`config.mk`:
```
export PLATFORM = sky130hd
export DESIGN_NAME = i2c_master_byte_engine_core
export DESIGN_NICKNAME = d
export VERILOG_FILES = /design/src/rtl/core/i2cm_pkg.sv /design/src/rtl/core/i2cm_in_stage.sv /design/src/rtl/core/i2cm_engine.sv /design/src/rtl/core/i2c_master_byte_engine_core.sv
export VERILOG_INCLUDE_DIRS = /design/src /design/src/rtl/core
export SDC_FILE = /design/constraint.sdc
export NUM_CORES = 1
export LEC_CHECK = 0
export BUFFER_PORTS_ARGS = -buffer_cell sky130_fd_sc_hd__buf_2
export CAP_MARGIN = 10
export CORE_MARGIN = 5
export CORE_UTILIZATION = 45
export DETAILED_ROUTE_END_ITERATION = 6
export PLACE_DENSITY = 0.71
export SLEW_MARGIN = 10
export SYNTH_ARGS = -nofsm -noshare
export SYNTH_HDL_FRONTEND = slang
export SYNTH_SLANG_ARGS = --single-unit
```
`constraint.sdc`:
```
create_clock -name clk -period 3.2 [get_ports clk]
set_input_delay 0.32 -clock clk [delete_from_list [all_inputs] [get_ports clk]]
set_output_delay 0.32 -clock clk [all_outputs]
set_load 0.01 [all_outputs]
```
`src/rtl/core/i2c_master_byte_engine_core_macros.svh`:
```
// Assertion macros shared by the I2C master byte engine RTL.
`ifndef I2C_MASTER_BYTE_ENGINE_CORE_MACROS_SVH
`define I2C_MASTER_BYTE_ENGINE_CORE_MACROS_SVH

`ifndef NO_ASSERTIONS

// Check a property on every clock edge outside reset.
`define I2CM_ASSERT(label, prop, msg) \
  label: assert property (@(posedge clk) disable iff (!rst_n) (prop)) else $error(msg);

// Check that a condition on one edge implies another on the next edge.
`define I2CM_ASSERT_NEXT(label, ante, cons, msg) \
  label: assert property (@(posedge clk) disable iff (!rst_n) (ante) |=> (cons)) \
    else $error(msg);

`else

`define I2CM_ASSERT(label, prop, msg)
`define I2CM_ASSERT_NEXT(label, ante, cons, msg)

`endif

`endif

```
`src/rtl/core/i2cm_pkg.sv`:
```
// Types and constants for the I2C master byte engine.
`timescale 1ns / 1ps

package i2cm_pkg;

  // Command codes carried by an input beat
  typedef enum logic [1:0] {
    CMD_START = 2'd0,
    CMD_STOP  = 2'd1,
    CMD_WRITE = 2'd2,
    CMD_READ  = 2'd3
  } cmd_t;

  localparam logic [7:0] ACK_POLL_LIMIT_RESET = 8'd255;
  localparam int unsigned BYTE_BITS = 8;
  localparam logic [2:0] LAST_BIT = 3'(BYTE_BITS - 1);

  // One tick: optional command plus the sampled SDA level
  typedef struct packed {
    logic       cmd_valid;
    logic [1:0] command;
    logic [7:0] tx_byte;
    logic       read_nack;
    logic       sda_in;
  } in_item_t;

  // Line levels and status after one tick
  typedef struct packed {
    logic       scl_drive;
    logic       sda_drive;
    logic       busy_res;
    logic       done_res;
    logic [7:0] rx_byte;
    logic       no_ack;
  } out_item_t;

endpackage

```
`src/rtl/core/i2cm_in_stage.sv`:
```
// Input register stage: captures one tick beat and hands it to the engine.
`timescale 1ns / 1ps

module i2cm_in_stage
  import i2cm_pkg::*;
(
  input  logic     clk,
  input  logic     rst_n,
  input  logic     in_valid,
  output logic     in_stall,
  input  in_item_t in_item,
  input  logic     adv,
  output logic     stage_valid,
  output in_item_t stage_item
);

  logic     valid_r;
  logic     valid_nxt;
  in_item_t item_r;
  logic     take;

  // Stall only while holding a beat that cannot move on
  assign in_stall = valid_r & ~adv;
  assign take     = in_valid & ~in_stall;

  always_comb begin
    valid_nxt = valid_r;
    if (take) begin
      valid_nxt = 1'b1;
    end else if (adv) begin
      valid_nxt = 1'b0;
    end
  end

  always_ff @(posedge clk) begin
    if (!rst_n) begin
      valid_r <= 1'b0;
    end else begin
      valid_r <= valid_nxt;
    end
  end

  // Payload needs no reset
  always_ff @(posedge clk) begin
    if (take) begin
      item_r <= in_item;
    end
  end

  assign stage_valid = valid_r;
  assign stage_item  = item_r;

endmodule

```
`src/rtl/core/i2cm_engine.sv`:
```
// Bit-step sequencer: one line step per tick, holds phase and byte state.
`timescale 1ns / 1ps

module i2cm_engine
  import i2cm_pkg::*;
(
  input  logic       clk,
  input  logic       rst_n,
  input  logic       step_en,
  input  in_item_t   item,
  input  logic [7:0] ack_poll_limit,
  output out_item_t  result
);

  typedef enum logic [4:0] {
    PH_IDLE, PH_ST1, PH_ST2, PH_ST3, PH_ST4,
    PH_SP1, PH_SP2, PH_SP3, PH_SP4,
    PH_WR_SET, PH_WR_HIGH, PH_WR_LOW,
    PH_WA_REL, PH_WA_HIGH, PH_WA_POLL,
    PH_RD_REL, PH_RD_HIGH, PH_RD_LOW,
    PH_RA_SET, PH_RA_HIGH, PH_RA_LOW
  } phase_t;

  phase_t     phase_r, phase_nxt;
  logic [2:0] bit_cnt_r, bit_cnt_nxt;
  logic [7:0] shift_r, shift_nxt;
  logic [7:0] poll_cnt_r, poll_cnt_nxt;
  logic       nack_r, nack_nxt;
  logic       scl_r, scl_nxt;
  logic       sda_r, sda_nxt;
  logic       ack_fail_r, ack_fail_nxt;
  logic [7:0] rx_hold_r, rx_hold_nxt;
  logic       done;
  logic       poll_last;

  // Limit of zero behaves as one: the first sample already reaches it
  assign poll_last = ({1'b0, poll_cnt_r} + 9'd1) >= {1'b0, ack_poll_limit};

  always_comb begin
    phase_t ph;
    ph           = phase_r;
    bit_cnt_nxt  = bit_cnt_r;
    shift_nxt    = shift_r;
    poll_cnt_nxt = poll_cnt_r;
    nack_nxt     = nack_r;
    scl_nxt      = scl_r;
    sda_nxt      = sda_r;
    ack_fail_nxt = ack_fail_r;
    rx_hold_nxt  = rx_hold_r;
    done         = 1'b0;

    // Launch a command only from idle; it takes its first step this tick
    if (phase_r == PH_IDLE && item.cmd_valid) begin
      unique case (cmd_t'(item.command))
        CMD_START: ph = PH_ST1;
        CMD_STOP:  ph = PH_SP1;
        CMD_WRITE: begin
          shift_nxt   = item.tx_byte;
          bit_cnt_nxt = '0;
          ph          = PH_WR_SET;
        end
        CMD_READ: begin
          nack_nxt  = item.read_nack;
          shift_nxt = '0;
          ph        = PH_RD_REL;
        end
        default: ph = PH_IDLE;
      endcase
    end

    phase_nxt = ph;
    unique case (ph)
      PH_ST1: begin sda_nxt = 1'b1; phase_nxt = PH_ST2; end
      PH_ST2: begin scl_nxt = 1'b1; phase_nxt = PH_ST3; end
      PH_ST3: begin sda_nxt = 1'b0; phase_nxt = PH_ST4; end
      PH_ST4: begin scl_nxt = 1'b0; phase_nxt = PH_IDLE; done = 1'b1; end
      PH_SP1: begin scl_nxt = 1'b0; phase_nxt = PH_SP2; end
      PH_SP2: begin sda_nxt = 1'b0; phase_nxt = PH_SP3; end
      PH_SP3: begin scl_nxt = 1'b1; phase_nxt = PH_SP4; end
      PH_SP4: begin sda_nxt = 1'b1; phase_nxt = PH_IDLE; done = 1'b1; end
      PH_WR_SET: begin
        scl_nxt   = 1'b0;
        sda_nxt   = shift_nxt[7];
        phase_nxt = PH_WR_HIGH;
      end
      PH_WR_HIGH: begin scl_nxt = 1'b1; phase_nxt = PH_WR_LOW; end
      PH_WR_LOW: begin
        scl_nxt   = 1'b0;
        shift_nxt = {shift_r[6:0], 1'b0};
        if (bit_cnt_r == LAST_BIT) begin
          bit_cnt_nxt = '0;
          phase_nxt   = PH_WA_REL;
        end else begin
          bit_cnt_nxt = bit_cnt_r + 3'd1;
          phase_nxt   = PH_WR_SET;
        end
      end
      PH_WA_REL: begin sda_nxt = 1'b1; phase_nxt = PH_WA_HIGH; end
      PH_WA_HIGH: begin
        scl_nxt      = 1'b1;
        poll_cnt_nxt = '0;
        phase_nxt    = PH_WA_POLL;
      end
      // Poll the acknowledge; every sample counts, the last one included
      PH_WA_POLL: begin
        if (!item.sda_in) begin
          ack_fail_nxt = 1'b0;
          scl_nxt      = 1'b0;
          phase_nxt    = PH_IDLE;
          done         = 1'b1;
        end else if (poll_last) begin
          ack_fail_nxt = 1'b1;
          scl_nxt      = 1'b0;
          phase_nxt    = PH_IDLE;
          done         = 1'b1;
        end else begin
          poll_cnt_nxt = poll_cnt_r + 8'd1;
        end
      end
      PH_RD_REL: begin
        scl_nxt     = 1'b0;
        sda_nxt     = 1'b1;
        bit_cnt_nxt = '0;
        phase_nxt   = PH_RD_HIGH;
      end
      PH_RD_HIGH: begin scl_nxt = 1'b1; phase_nxt = PH_RD_LOW; end
      PH_RD_LOW: begin
        shift_nxt = {shift_r[6:0], item.sda_in};
        scl_nxt   = 1'b0;
        if (bit_cnt_r == LAST_BIT) begin
          bit_cnt_nxt = '0;
          rx_hold_nxt = {shift_r[6:0], item.sda_in};
          phase_nxt   = PH_RA_SET;
        end else begin
          bit_cnt_nxt = bit_cnt_r + 3'd1;
          phase_nxt   = PH_RD_HIGH;
        end
      end
      PH_RA_SET:  begin sda_nxt = nack_r; phase_nxt = PH_RA_HIGH; end
      PH_RA_HIGH: begin scl_nxt = 1'b1; phase_nxt = PH_RA_LOW; end
      PH_RA_LOW:  begin scl_nxt = 1'b0; phase_nxt = PH_IDLE; done = 1'b1; end
      default:    phase_nxt = PH_IDLE;
    endcase
  end

  // Hold state; advance one step per accepted beat
  always_ff @(posedge clk) begin
    if (!rst_n) begin
      phase_r    <= PH_IDLE;
      bit_cnt_r  <= '0;
      shift_r    <= '0;
      poll_cnt_r <= '0;
      nack_r     <= 1'b0;
      scl_r      <= 1'b1;
      sda_r      <= 1'b1;
      ack_fail_r <= 1'b0;
      rx_hold_r  <= '0;
    end else if (step_en) begin
      phase_r    <= phase_nxt;
      bit_cnt_r  <= bit_cnt_nxt;
      shift_r    <= shift_nxt;
      poll_cnt_r <= poll_cnt_nxt;
      nack_r     <= nack_nxt;
      scl_r      <= scl_nxt;
      sda_r      <= sda_nxt;
      ack_fail_r <= ack_fail_nxt;
      rx_hold_r  <= rx_hold_nxt;
    end
  end

  // Result of this step, registered by the caller
  always_comb begin
    result.scl_drive = scl_nxt;
    result.sda_drive = sda_nxt;
    result.busy_res  = (phase_nxt != PH_IDLE);
    result.done_res  = done;
    result.rx_byte   = rx_hold_nxt;
    result.no_ack    = ack_fail_nxt;
  end

endmodule

```
`src/rtl/core/i2c_master_byte_engine_core.sv`:
```
// Top level of the I2C master byte engine: input stage, sequencer, result register.
//
// Usage: drive one beat on the in_ channel per bit-time tick from a
// prescaler. A beat carries an optional command (start, stop, write byte,
// read byte) and the sampled SDA level. Commands are taken only while the
// engine is idle; on busy ticks the command fields are ignored.
// Each accepted beat yields exactly one out_ beat with the SCL/SDA drive
// levels, busy, done, the last received byte and the no-ack flag.
// The input register captures an accepted beat; its result enters the
// result register when the beat advances, held back while out_stall keeps
// that register full. Throughput: one beat per cycle while out_ is not
// stalled, set by the single-step sequencer between the two registers.
// If out_stall is held, one result waits in the result register and one
// more beat is taken into the input register; then in_stall rises.
// cfg_wr_en/cfg_wr_data set the ACK poll limit; write it only while idle.
// Reset (rst_n low, synchronous) empties both stages, returns to idle,
// releases both lines and sets the poll limit to 255.
`timescale 1ns / 1ps
`include "i2c_master_byte_engine_core_macros.svh"

module i2c_master_byte_engine_core
  import i2cm_pkg::*;
(
  input  logic       clk,
  input  logic       rst_n,
  input  logic       in_valid,
  output logic       in_stall,
  input  in_item_t   in_item,
  output logic       out_valid,
  input  logic       out_stall,
  output out_item_t  out_item,
  input  logic       cfg_wr_en,
  input  logic [7:0] cfg_wr_data
);

  logic [7:0] ack_poll_limit_r;
  logic       stage_valid;
  in_item_t   stage_item;
  logic       adv;
  out_item_t  step_result;
  logic       out_valid_r;
  out_item_t  out_item_r;

  // Configuration register
  always_ff @(posedge clk) begin
    if (!rst_n) begin
      ack_poll_limit_r <= ACK_POLL_LIMIT_RESET;
    end else if (cfg_wr_en) begin
      ack_poll_limit_r <= cfg_wr_data;
    end
  end

  // Move a beat on when the result register is empty or draining
  assign adv = stage_valid & (~out_valid_r | ~out_stall);

  i2cm_in_stage u_in_stage (
    .clk         (clk),
    .rst_n       (rst_n),
    .in_valid    (in_valid),
    .in_stall    (in_stall),
    .in_item     (in_item),
    .adv         (adv),
    .stage_valid (stage_valid),
    .stage_item  (stage_item)
  );

  i2cm_engine u_engine (
    .clk            (clk),
    .rst_n          (rst_n),
    .step_en        (adv),
    .item           (stage_item),
    .ack_poll_limit (ack_poll_limit_r),
    .result         (step_result)
  );

  // Result register: load on advance, drop once taken
  always_ff @(posedge clk) begin
    if (!rst_n) begin
      out_valid_r <= 1'b0;
    end else if (adv) begin
      out_valid_r <= 1'b1;
    end else if (!out_stall) begin
      out_valid_r <= 1'b0;
    end
  end

  always_ff @(posedge clk) begin
    if (adv) begin
      out_item_r <= step_result;
    end
  end

  assign out_valid = out_valid_r;
  assign out_item  = out_item_r;

  `I2CM_ASSERT(a_stall_needs_full_out, !in_stall || out_valid_r, "input stalled with empty result register")
  `I2CM_ASSERT_NEXT(a_no_drop, out_valid_r && out_stall, out_valid_r, "stalled result dropped")
  `I2CM_ASSERT(a_done_not_busy, !(out_valid_r && out_item_r.done_res && out_item_r.busy_res), "done and busy together")
  `I2CM_ASSERT_NEXT(a_stall_holds_stage, in_stall, stage_valid, "stalled input stage lost its beat")

endmodule
```
Word-level counts from Yosys, hierarchy flattened
Cells that the tools add are included.

storage, ports and cells
  register bits = 72
  input bits = 26

operators by class
  multiplexer cells = 33
  reductions and logical operators = 20
  magnitude comparators = 1
  bitwise logic cells = 8
  add/sub/neg operators = 3
  eq/ne operators = 27

operators by type and width
  kind                   number
  $pmux W5 S17           1
  $pmux W8 S2            3
  $eq A5 B4 Y1 const B   8
  $mux W8                5
  $eq A5 B5 Y1 const B   5
  $eq A5 B3 Y1 const B   4
  $pmux W5 S4            1
  $mux W5                3
  $mux W3                4
  $mux W1                11
  $eq A5 B2 Y1 const B   2
  $add A8 B1 Y9 const B  1
  $ge A9 B8 Y1           1
  $reduce_and A3 Y1      3
  $reduce_bool A3 Y1     3
  $add A8 B1 Y8 const B  1
  $reduce_or A7 Y1       1
  $pmux W3 S2            1
  $reduce_or A6 Y1       1
  $eq A5 B1 Y1 const B   1
  $logic_not A5 Y1       1
  $reduce_bool A5 Y1     1
  $eq A2 B2 Y1 const B   2
  $ne A2 B2 Y1 const B   2
  19 further kinds       26

Depth between registers and ports, before layout
Gate-level depths: netlist of the first run.

  depth after elaboration = 8
  depth in mapped cells = 12
  depth with buffers taken out = 11

Hierarchy
A second synthesis of the first run with hierarchy kept.

second synthesis, totals
  cell total of the unflattened synthesis = 382
  area, all modules = 3734.8 um^2

by module, submodules not included
  module                       cells an instance  area each (um^2)  times used
  i2cm_engine                  322                2581.2            1
  i2c_master_byte_engine_core  43                 715.7             1
  i2cm_in_stage                17                 437.9             1

Least setup slack after synthesis of the first run
No wires, ideal clock.

  path type = register to register
  from = register u_engine.poll_cnt_r[0]
  to = register u_engine.poll_cnt_r[3]
  data required time = 3.078 ns
  path slack = 0.333 ns
  period minus slack after synthesis = 2.867 ns
  arrival = 2.745 ns
  stages on the path, launching flop included = 13
  buffers on the path = 1
  library setup time = 0.122 ns
  cell sequence = dfxtp_1 ha_1 and3_1 clkbuf_1 and3_1 xor2_1 ha_1 a21oi_1 and3_1 o21ai_0 a21boi_0 a21oi_1 o311a_1

between the ends
  cells in the longest elaborated chain, start to end = 4
  elaborated cells between the ends (all ways) = 8

ends and longest elaborated chain
  element                                                            line                                   source
  from (decl)                                                        i2cm_engine.sv:27                      logic [7:0] poll_cnt_r, poll_cnt_nxt;
  from (signal assigned)                                             i2cm_engine.sv:162                     poll_cnt_r <= poll_cnt_nxt;
  $add A8 B1 Y9 or $add A8 B1 Y8 (tied branches)                     i2cm_engine.sv:37, i2cm_engine.sv:117
  $ge A9 B8 Y1 or $mux W8 (tied branches)                            i2cm_engine.sv:37, i2cm_engine.sv:111
  $ne A2 B2 Y1 (no source line) or $mux W8 (tied branches)           n/a
  $reduce_and A4 Y1 (no source line) or $pmux W8 S2 (tied branches)  n/a

Several ways; a longest one is shown, not always the timed one. The select of a mux whose other input is x is not followed.
A chain may end at the register's enable or synchronous reset.

Worst setup path in the final report of the first run
  from = register u_engine.poll_cnt_r[0]
  to = register u_engine.poll_cnt_r[5]

The elaborated chain is that of the path after synthesis.

==> results.toml, run 1 <==
[sta]
tightestPinTransition_ps = 763
maxSlewViolCount = 0
setup_slack_ps = 272
finalCritPeriodShare_pct = 91.5
max_freq_ghz = 0.342
fin_tns_setup_ps = 0
hold_violations = 0
finClkSkew_ps = 10.3
period_minus_slack_ps = 2930
rsz0062_at_grt = "no"
relSlewSlack_pct = 48.8
final-setup-viol-count = 0

[flow_run]
max-cap-violations = 0

[power_and_ir_drop]
p_sw_share_pct = 27.6
p_sw_mw = 0.537
power_frac_seq_pct = 52.8
p_leak_nw = 1.68
ir_drop_v = 0.000401
comb_power_share_pct = 12.3
powerDensity_nw_per_um2 = 460
clkPwrFrac_pct = 34.9
p_int_mw = 1.41

[cells_and_area]
final-seq-area_sq_um = 1700
multi_input_area_sq_um = 1900
final_area_sq_um = 4220
antenna_cells = 0
layout.nets = 456
syn2layout_area_growth_pct = 12.4
drive_above_1_share_pct = 21.7
num-fill-cells = 772

[clocking]
cts_tree = "done"
htreeDepth = 3
root_buffer = "clkbuf_8"
clk_latency_ps = 350
clock-sinks = 72
numCtsBuffers = 9
cts_buffer_depth = 2
clk_pin_slew_ps = 80
postCtsHoldBufs = 0

[place]
routabilityCongestion = 0.987
post-dp-hpwl_microns = 6220
dpl_cell_area_sq_um = 4020
portBuffers = 40
place_ws_ps = 106

[global_route]
grt_max_degree = 33
grt_overflow_total = 0
grt.total_usage_pct = 17.9
grt_pass1_wl_microns = 14700
grt_pass1_vias = 3053
antenna_found_initial = 0

[worst_setup_path]
worstPathRequired_ps = 3430
crit_type = "flip-flop to flip-flop"
end_kind = "flip-flop"
cp-start-kind = "flip-flop"
path_max_fanout = 5
critPathArrivalTime_ps = 3160
ff2ff_setup_slack_ps = 270

[synthesis]
netlist_top_cells_count = "dfxtp_1, nand2_1, a21oi_1"
synth_fp_nets = 420
yosys.area.top_type = "dfxtp_1"
ys_seq_elements = 72
syn_inst = 383
synth_top_area_share_pct = 24.5
synth-edff-count = 26
ys_warn_count = 0
yosys-top-cells-area = "dfxtp_1, edfxtp_1, a21oi_1"
seq_area_frac_synth_pct = 45.3
synth.distinct_cells = 69
synth_flop_cell = "dfxtp_1"
syn-cell-area_sq_um = 3760
synth.most_common_cell = "dfxtp_1"
avgSynthCellArea_sq_um = 9.81
synthArstFlopShare_pct = 0

[floorplan]
dieHeight_microns = 101
dieArea_sq_um = 10300
rows = 33
io-pin-count = 41
initial_utilization_pct = 45.9
chipWidth_microns = 101
core_sq_um = 8180

[route]
ant_nets = 0
remaining_drc_errors = 0
drtPass1Iterations = 4
route.detailed.wl_per_inst_microns = 16.7
wl_microns = 8830
vias = 3073
drt_iter0_markers = 190
routed_via_density = 5.81

[min_path]
hold_class = "primary input to flip-flop"

[status]
run_status = "complete, no violations"
## critical path, cell delays in order (launching register included)
cell and delay [ps]:
dfxtp_1 400, ha_1 250, and3_2 260, and3_1 230, xor2_1 160, ha_1 280, a21oi_1 140, and3_1 150
o21ai_0 160, a21boi_1 220, a21oi_1 170, o311a_1 390
## registers in the layout, summed over array words and instances, names as in the netlist
name                    flops
out_item                   13
u_in_stage.stage_item      13
ack_poll_limit_r            8
u_engine.poll_cnt_r         8
u_engine.rx_hold_r          8
u_engine.shift_r            8
u_engine.phase_r            5
u_engine.bit_cnt_r          3
out_valid                   1
u_engine.ack_fail_r         1
u_engine.nack_r             1
u_engine.scl_r              1
u_engine.sda_r              1
u_in_stage.stage_valid      1
## metal layers
layer	wire, microns	track usage, %	vias to the layer above
met1	3920	23.0	1455
met2	4220	28.8	99
met4	122	5.83	0
met3	570	5.30	13
met5	0	0	-
li1	-	-	1506
## cell families after synthesis
| group | synth area share, % |
|---|---|
| mux | 5.60 |
| flops | 45.3 |
| xor+xnor | 1.40 |
| compound gates | 21.8 |
| simple gates | 18.2 |
| buf+inv | 4.10 |
| fa+ha+maj | 3.66 |
## cell usage in the layout, fill, tap and decap left out, types with 4 or more instances in the layout
cell,count
a31oi_1,5
nand3_1,12
a211oi_1,6
nand4_1,6
nor3_1,9
inv_1,11
clkbuf_8,11
ha_1,11
a21o_1,8
a22oi_1,6
nor2b_1,4
buf_4,6
xor2_1,5
o311a_1,5
mux2i_1,12
nor2_1,30
o21ai_0,18
dfxtp_1,46
nand2_1,33
o211ai_1,8
and3_1,5
edfxtp_1,26
buf_2,40
mux2_2,8
a21oi_1,32
## metrics by stage
stage          utilization [%]  total power, mW  hold slack (ps)  instances
3_3_place_gp              49.2             1.28              445        512
3_5_place_dp              49.2             1.28              468        512
6_report                  51.6             1.94              141        529
2_1_floorplan                -             1.21              419        383
5_1_grt                   51.6             2.03              120        529
4_1_cts                   51.5             1.96              127        528
## power groups by stage
stage	Clock, mW	Combinational (mW)	Sequential (mW)
after global placement	0	0.231	1.04
after global routing	0.737	0.263	1.03
final	0.678	0.239	1.03
after CTS	0.693	0.238	1.02
after detailed placement	0	0.236	1.05
after floorplan	0	0.179	1.03
## timing repair
action	CTS	global route
setup endpoints to repair	0	5
buffers inserted	0	1
gates resized for setup	0	2
## final timing paths
kind,end,start,depth (start not counted)
min reg2reg,u_engine.bit_cnt_r[1]$_SDFFE_PN0P_,u_engine.bit_cnt_r[1]$_SDFFE_PN0P_,2
max,u_engine.poll_cnt_r[5]$_SDFFE_PN0P_,u_engine.poll_cnt_r[0]$_SDFFE_PN0P_,11
min,u_in_stage.stage_item[2]$_DFFE_PP_,in_item[2],1
max reg2reg,u_engine.poll_cnt_r[5]$_SDFFE_PN0P_,u_engine.poll_cnt_r[0]$_SDFFE_PN0P_,11
## final cells by class
type	count	share of cell area (%)
Tap cell	105	3.11
Multi-Input combinational cell	277	45.1
Sequential cell	72	40.3
Inverter	13	1.16
Clock buffer	11	3.59
Timing Repair Buffer	46	5.81
Clock inverter	5	0.949
(Power assumes the default switching activity.)
==> inputs of run 2 (changes only) <==
Settings changed: PLACE_DENSITY 0.71 to 0.73.
Clock period 3.2 ns to 2.6 ns, I/O delays scaled along.
==> run 2 against run 1 <==
Combinational power rose by 27%. Flip-flop and latch count did not move. Critical endpoint is now out_item[0]$_DFFE_PP_. Cell count rose by 2.6%. First-iteration DRC count rose by 39%. Register-to-register slack got worse by 250 ps. Non-clock buffer count rose by 14. Critical path type unchanged. Sequential share of layout area fell by 1.5 points. Wire length fell by 1.9%. Clock skew rose by 1.7 ps. Fmax rose by 14%.
==> results.toml, run 2 (synthesized netlist as in run 1, its figures left out) <==
[power_and_ir_drop]
p_int_mw = 1.78
powerDensity_nw_per_um2 = 553
p_sw_mw = 0.650
ir_drop_v = 0.000378
comb_power_share_pct = 12.4
p_sw_share_pct = 26.7
power_frac_seq_pct = 51.7
p_leak_nw = 1.76
clkPwrFrac_pct = 35.8

[global_route]
grt_overflow_total = 0
grt_pass1_vias = 2938
grt_max_degree = 32
grt.total_usage_pct = 17.4
grt_pass1_wl_microns = 14200
antenna_found_initial = 0

[route]
ant_nets = 0
wl_microns = 8660
drtPass1Iterations = 6
route.detailed.wl_per_inst_microns = 16.0
drt_iter0_markers = 264
vias = 3145
remaining_drc_errors = 0
routed_via_density = 5.79

[min_path]
hold_class = "primary input to flip-flop"

[worst_setup_path]
r2r_end = "out_item[0]$_DFFE_PP_"
path_max_fanout = 4
r2r_start = "u_engine.poll_cnt_r[1]$_SDFFE_PN0P_"
cp_cell_sequence = "ha_4 > and3_4 > and3_4 > xor2_1 > ha_1 > a21oi_1 > and3_1 > o21ai_4 > a21boi_2 > buf_4 > nor2_2 > o22a_1"
startpoint = "u_engine.poll_cnt_r[1]$_SDFFE_PN0P_"
worstPathRequired_ps = 2690
reg2regPathDepth = 12
ff2ff_setup_slack_ps = 20
end_kind = "flip-flop"
slowest_stage = "dfxtp_2"
cp_common_cell = "and3_4"
crit_path_end = "out_item[0]$_DFFE_PP_"
critPathArrivalTime_ps = 2670
crit_type = "flip-flop to flip-flop"
cpPeakStageDelay_ps = 350
cp-start-kind = "flip-flop"

[floorplan]
io-pin-count = 41
initial_utilization_pct = 45.9
dieHeight_microns = 101
chipWidth_microns = 101
dieArea_sq_um = 10300
rows = 33
core_sq_um = 8180

[clocking]
clock-sinks = 72
root_buffer = "clkbuf_8"
numCtsBuffers = 9
clk_pin_slew_ps = 80
cts_tree = "done"
cts_buffer_depth = 2
clk_latency_ps = 340
htreeDepth = 3

[place]
place_ws_ps = 22.3
routabilityCongestion = 0.986
post-dp-hpwl_microns = 6010
portBuffers = 40

[cells_and_area]
drive_above_1_share_pct = 26.7
antenna_cells = 0
layout_commonest_cell = "dfxtp_1"
final_cell_mix = "dfxtp_1, buf_2, nand2_1, a21oi_1, nor2_1"
syn2layout_area_growth_pct = 17.1
num-fill-cells = 729
layout.nets = 470

[sta]
max_freq_ghz = 0.388
final-setup-viol-count = 0
rsz0062_at_grt = "yes"
hold_violations = 0
tightestPinTransition_ps = 645
period_minus_slack_ps = 2580
fin_tns_setup_ps = 0
maxSlewViolCount = 0
hold_slack_ps = 90.1
finalCritPeriodShare_pct = 99.1
relSlewSlack_pct = 56.7
finClkSkew_ps = 12.1
setup_slack_ps = 22.5

[status]
run_status = "complete, no violations"

[flow_run]
max-cap-violations = 0
## run 2: cell count changes in the layout (fill, tap and decap cells not counted), sizes merged
cell      change
buf          +14
bufinv        +1
clkbuf        -1
clkinvlp      -1
inv           +1
## run 2: per-stage QoR
| stage | total power, mW | utilization [%] | instances | cell area, sq um |
|---|---|---|---|---|
| 6_report | 2.43 | 53.8 | 543 | 4400 |
| 5_1_grt | 2.55 | 53.8 | 543 | 4400 |
| 4_1_cts | 2.45 | 52.8 | 540 | 4320 |
| 3_5_place_dp | 1.58 | 50.4 | 523 | 4120 |
| 3_3_place_gp | 1.58 | 50.4 | 523 | 4120 |
| 2_1_floorplan | 1.49 | - | 383 | 3770 |
## run 2: per-layer routing
layer | GRT usage [%] | up-vias | share of wire, %
met4 | 5.21 | 0 | 1.4
met3 | 4.48 | 13 | 6.1
li1 | - | 1533 | -
met1 | 23.8 | 1486 | 46
met5 | 0 | - | 0
met2 | 27.1 | 113 | 47
## run 2: worst min-delay path by stage
stage	startpoint	end	slack [ps]	cells past startpoint
6_report	in_item[6]	u_in_stage.stage_item[6]$_DFFE_PP_	90	1
5_1_grt	in_item[6]	u_in_stage.stage_item[6]$_DFFE_PP_	60	1
4_1_cts	in_item[6]	u_in_stage.stage_item[6]$_DFFE_PP_	70	1
3_5_place_dp	in_item[6]	u_in_stage.stage_item[6]$_DFFE_PP_	440	1
3_3_place_gp	in_item[3]	u_in_stage.stage_item[3]$_DFFE_PP_	440	1
2_1_floorplan	in_item[0]	u_in_stage.stage_item[0]$_DFFE_PP_	360	0
## run 2: final cells by class
| cell class | count | area (sq um) | share of cell area (%) |
|---|---|---|---|
| clock inverters | 6 | 68.8 | 1.56 |
| inverters | 13 | 48.8 | 1.11 |
| repair buffers | 60 | 350 | 7.97 |
| multi-input cells | 277 | 1970 | 44.7 |
| clock buffers | 10 | 128 | 2.90 |
| flip-flops and latches | 72 | 1710 | 38.8 |
| well taps | 105 | 131 | 2.99 |
## run 2: critical path, delay by kind of cell (launching register included)
kind,cells,cell delay [ps]
AOI/OAI and AO/OA,4,600
adders and majority gates,2,500
xor gates and xnor gates,1,140
buffers and inverters,1,150
and+or+nand+nor,4,600
DFF,1,350
## run 2: what timing repair did
action                     CTS  global route
setup endpoints to repair    5            15
pin swaps                    2            10
setup buffers                1             3
resized for setup            0            13
hold buffers                 0             0
gates cloned                 0             0
## run 2: power groups by stage
stage          clock network (mW)  logic, mW  registers [mW]
6_report                    0.871      0.303            1.26
5_1_grt                     0.947      0.336            1.26
4_1_cts                     0.897      0.300            1.26
3_5_place_dp                    0      0.298            1.28
3_3_place_gp                    0      0.294            1.28
2_1_floorplan                   0      0.221            1.27
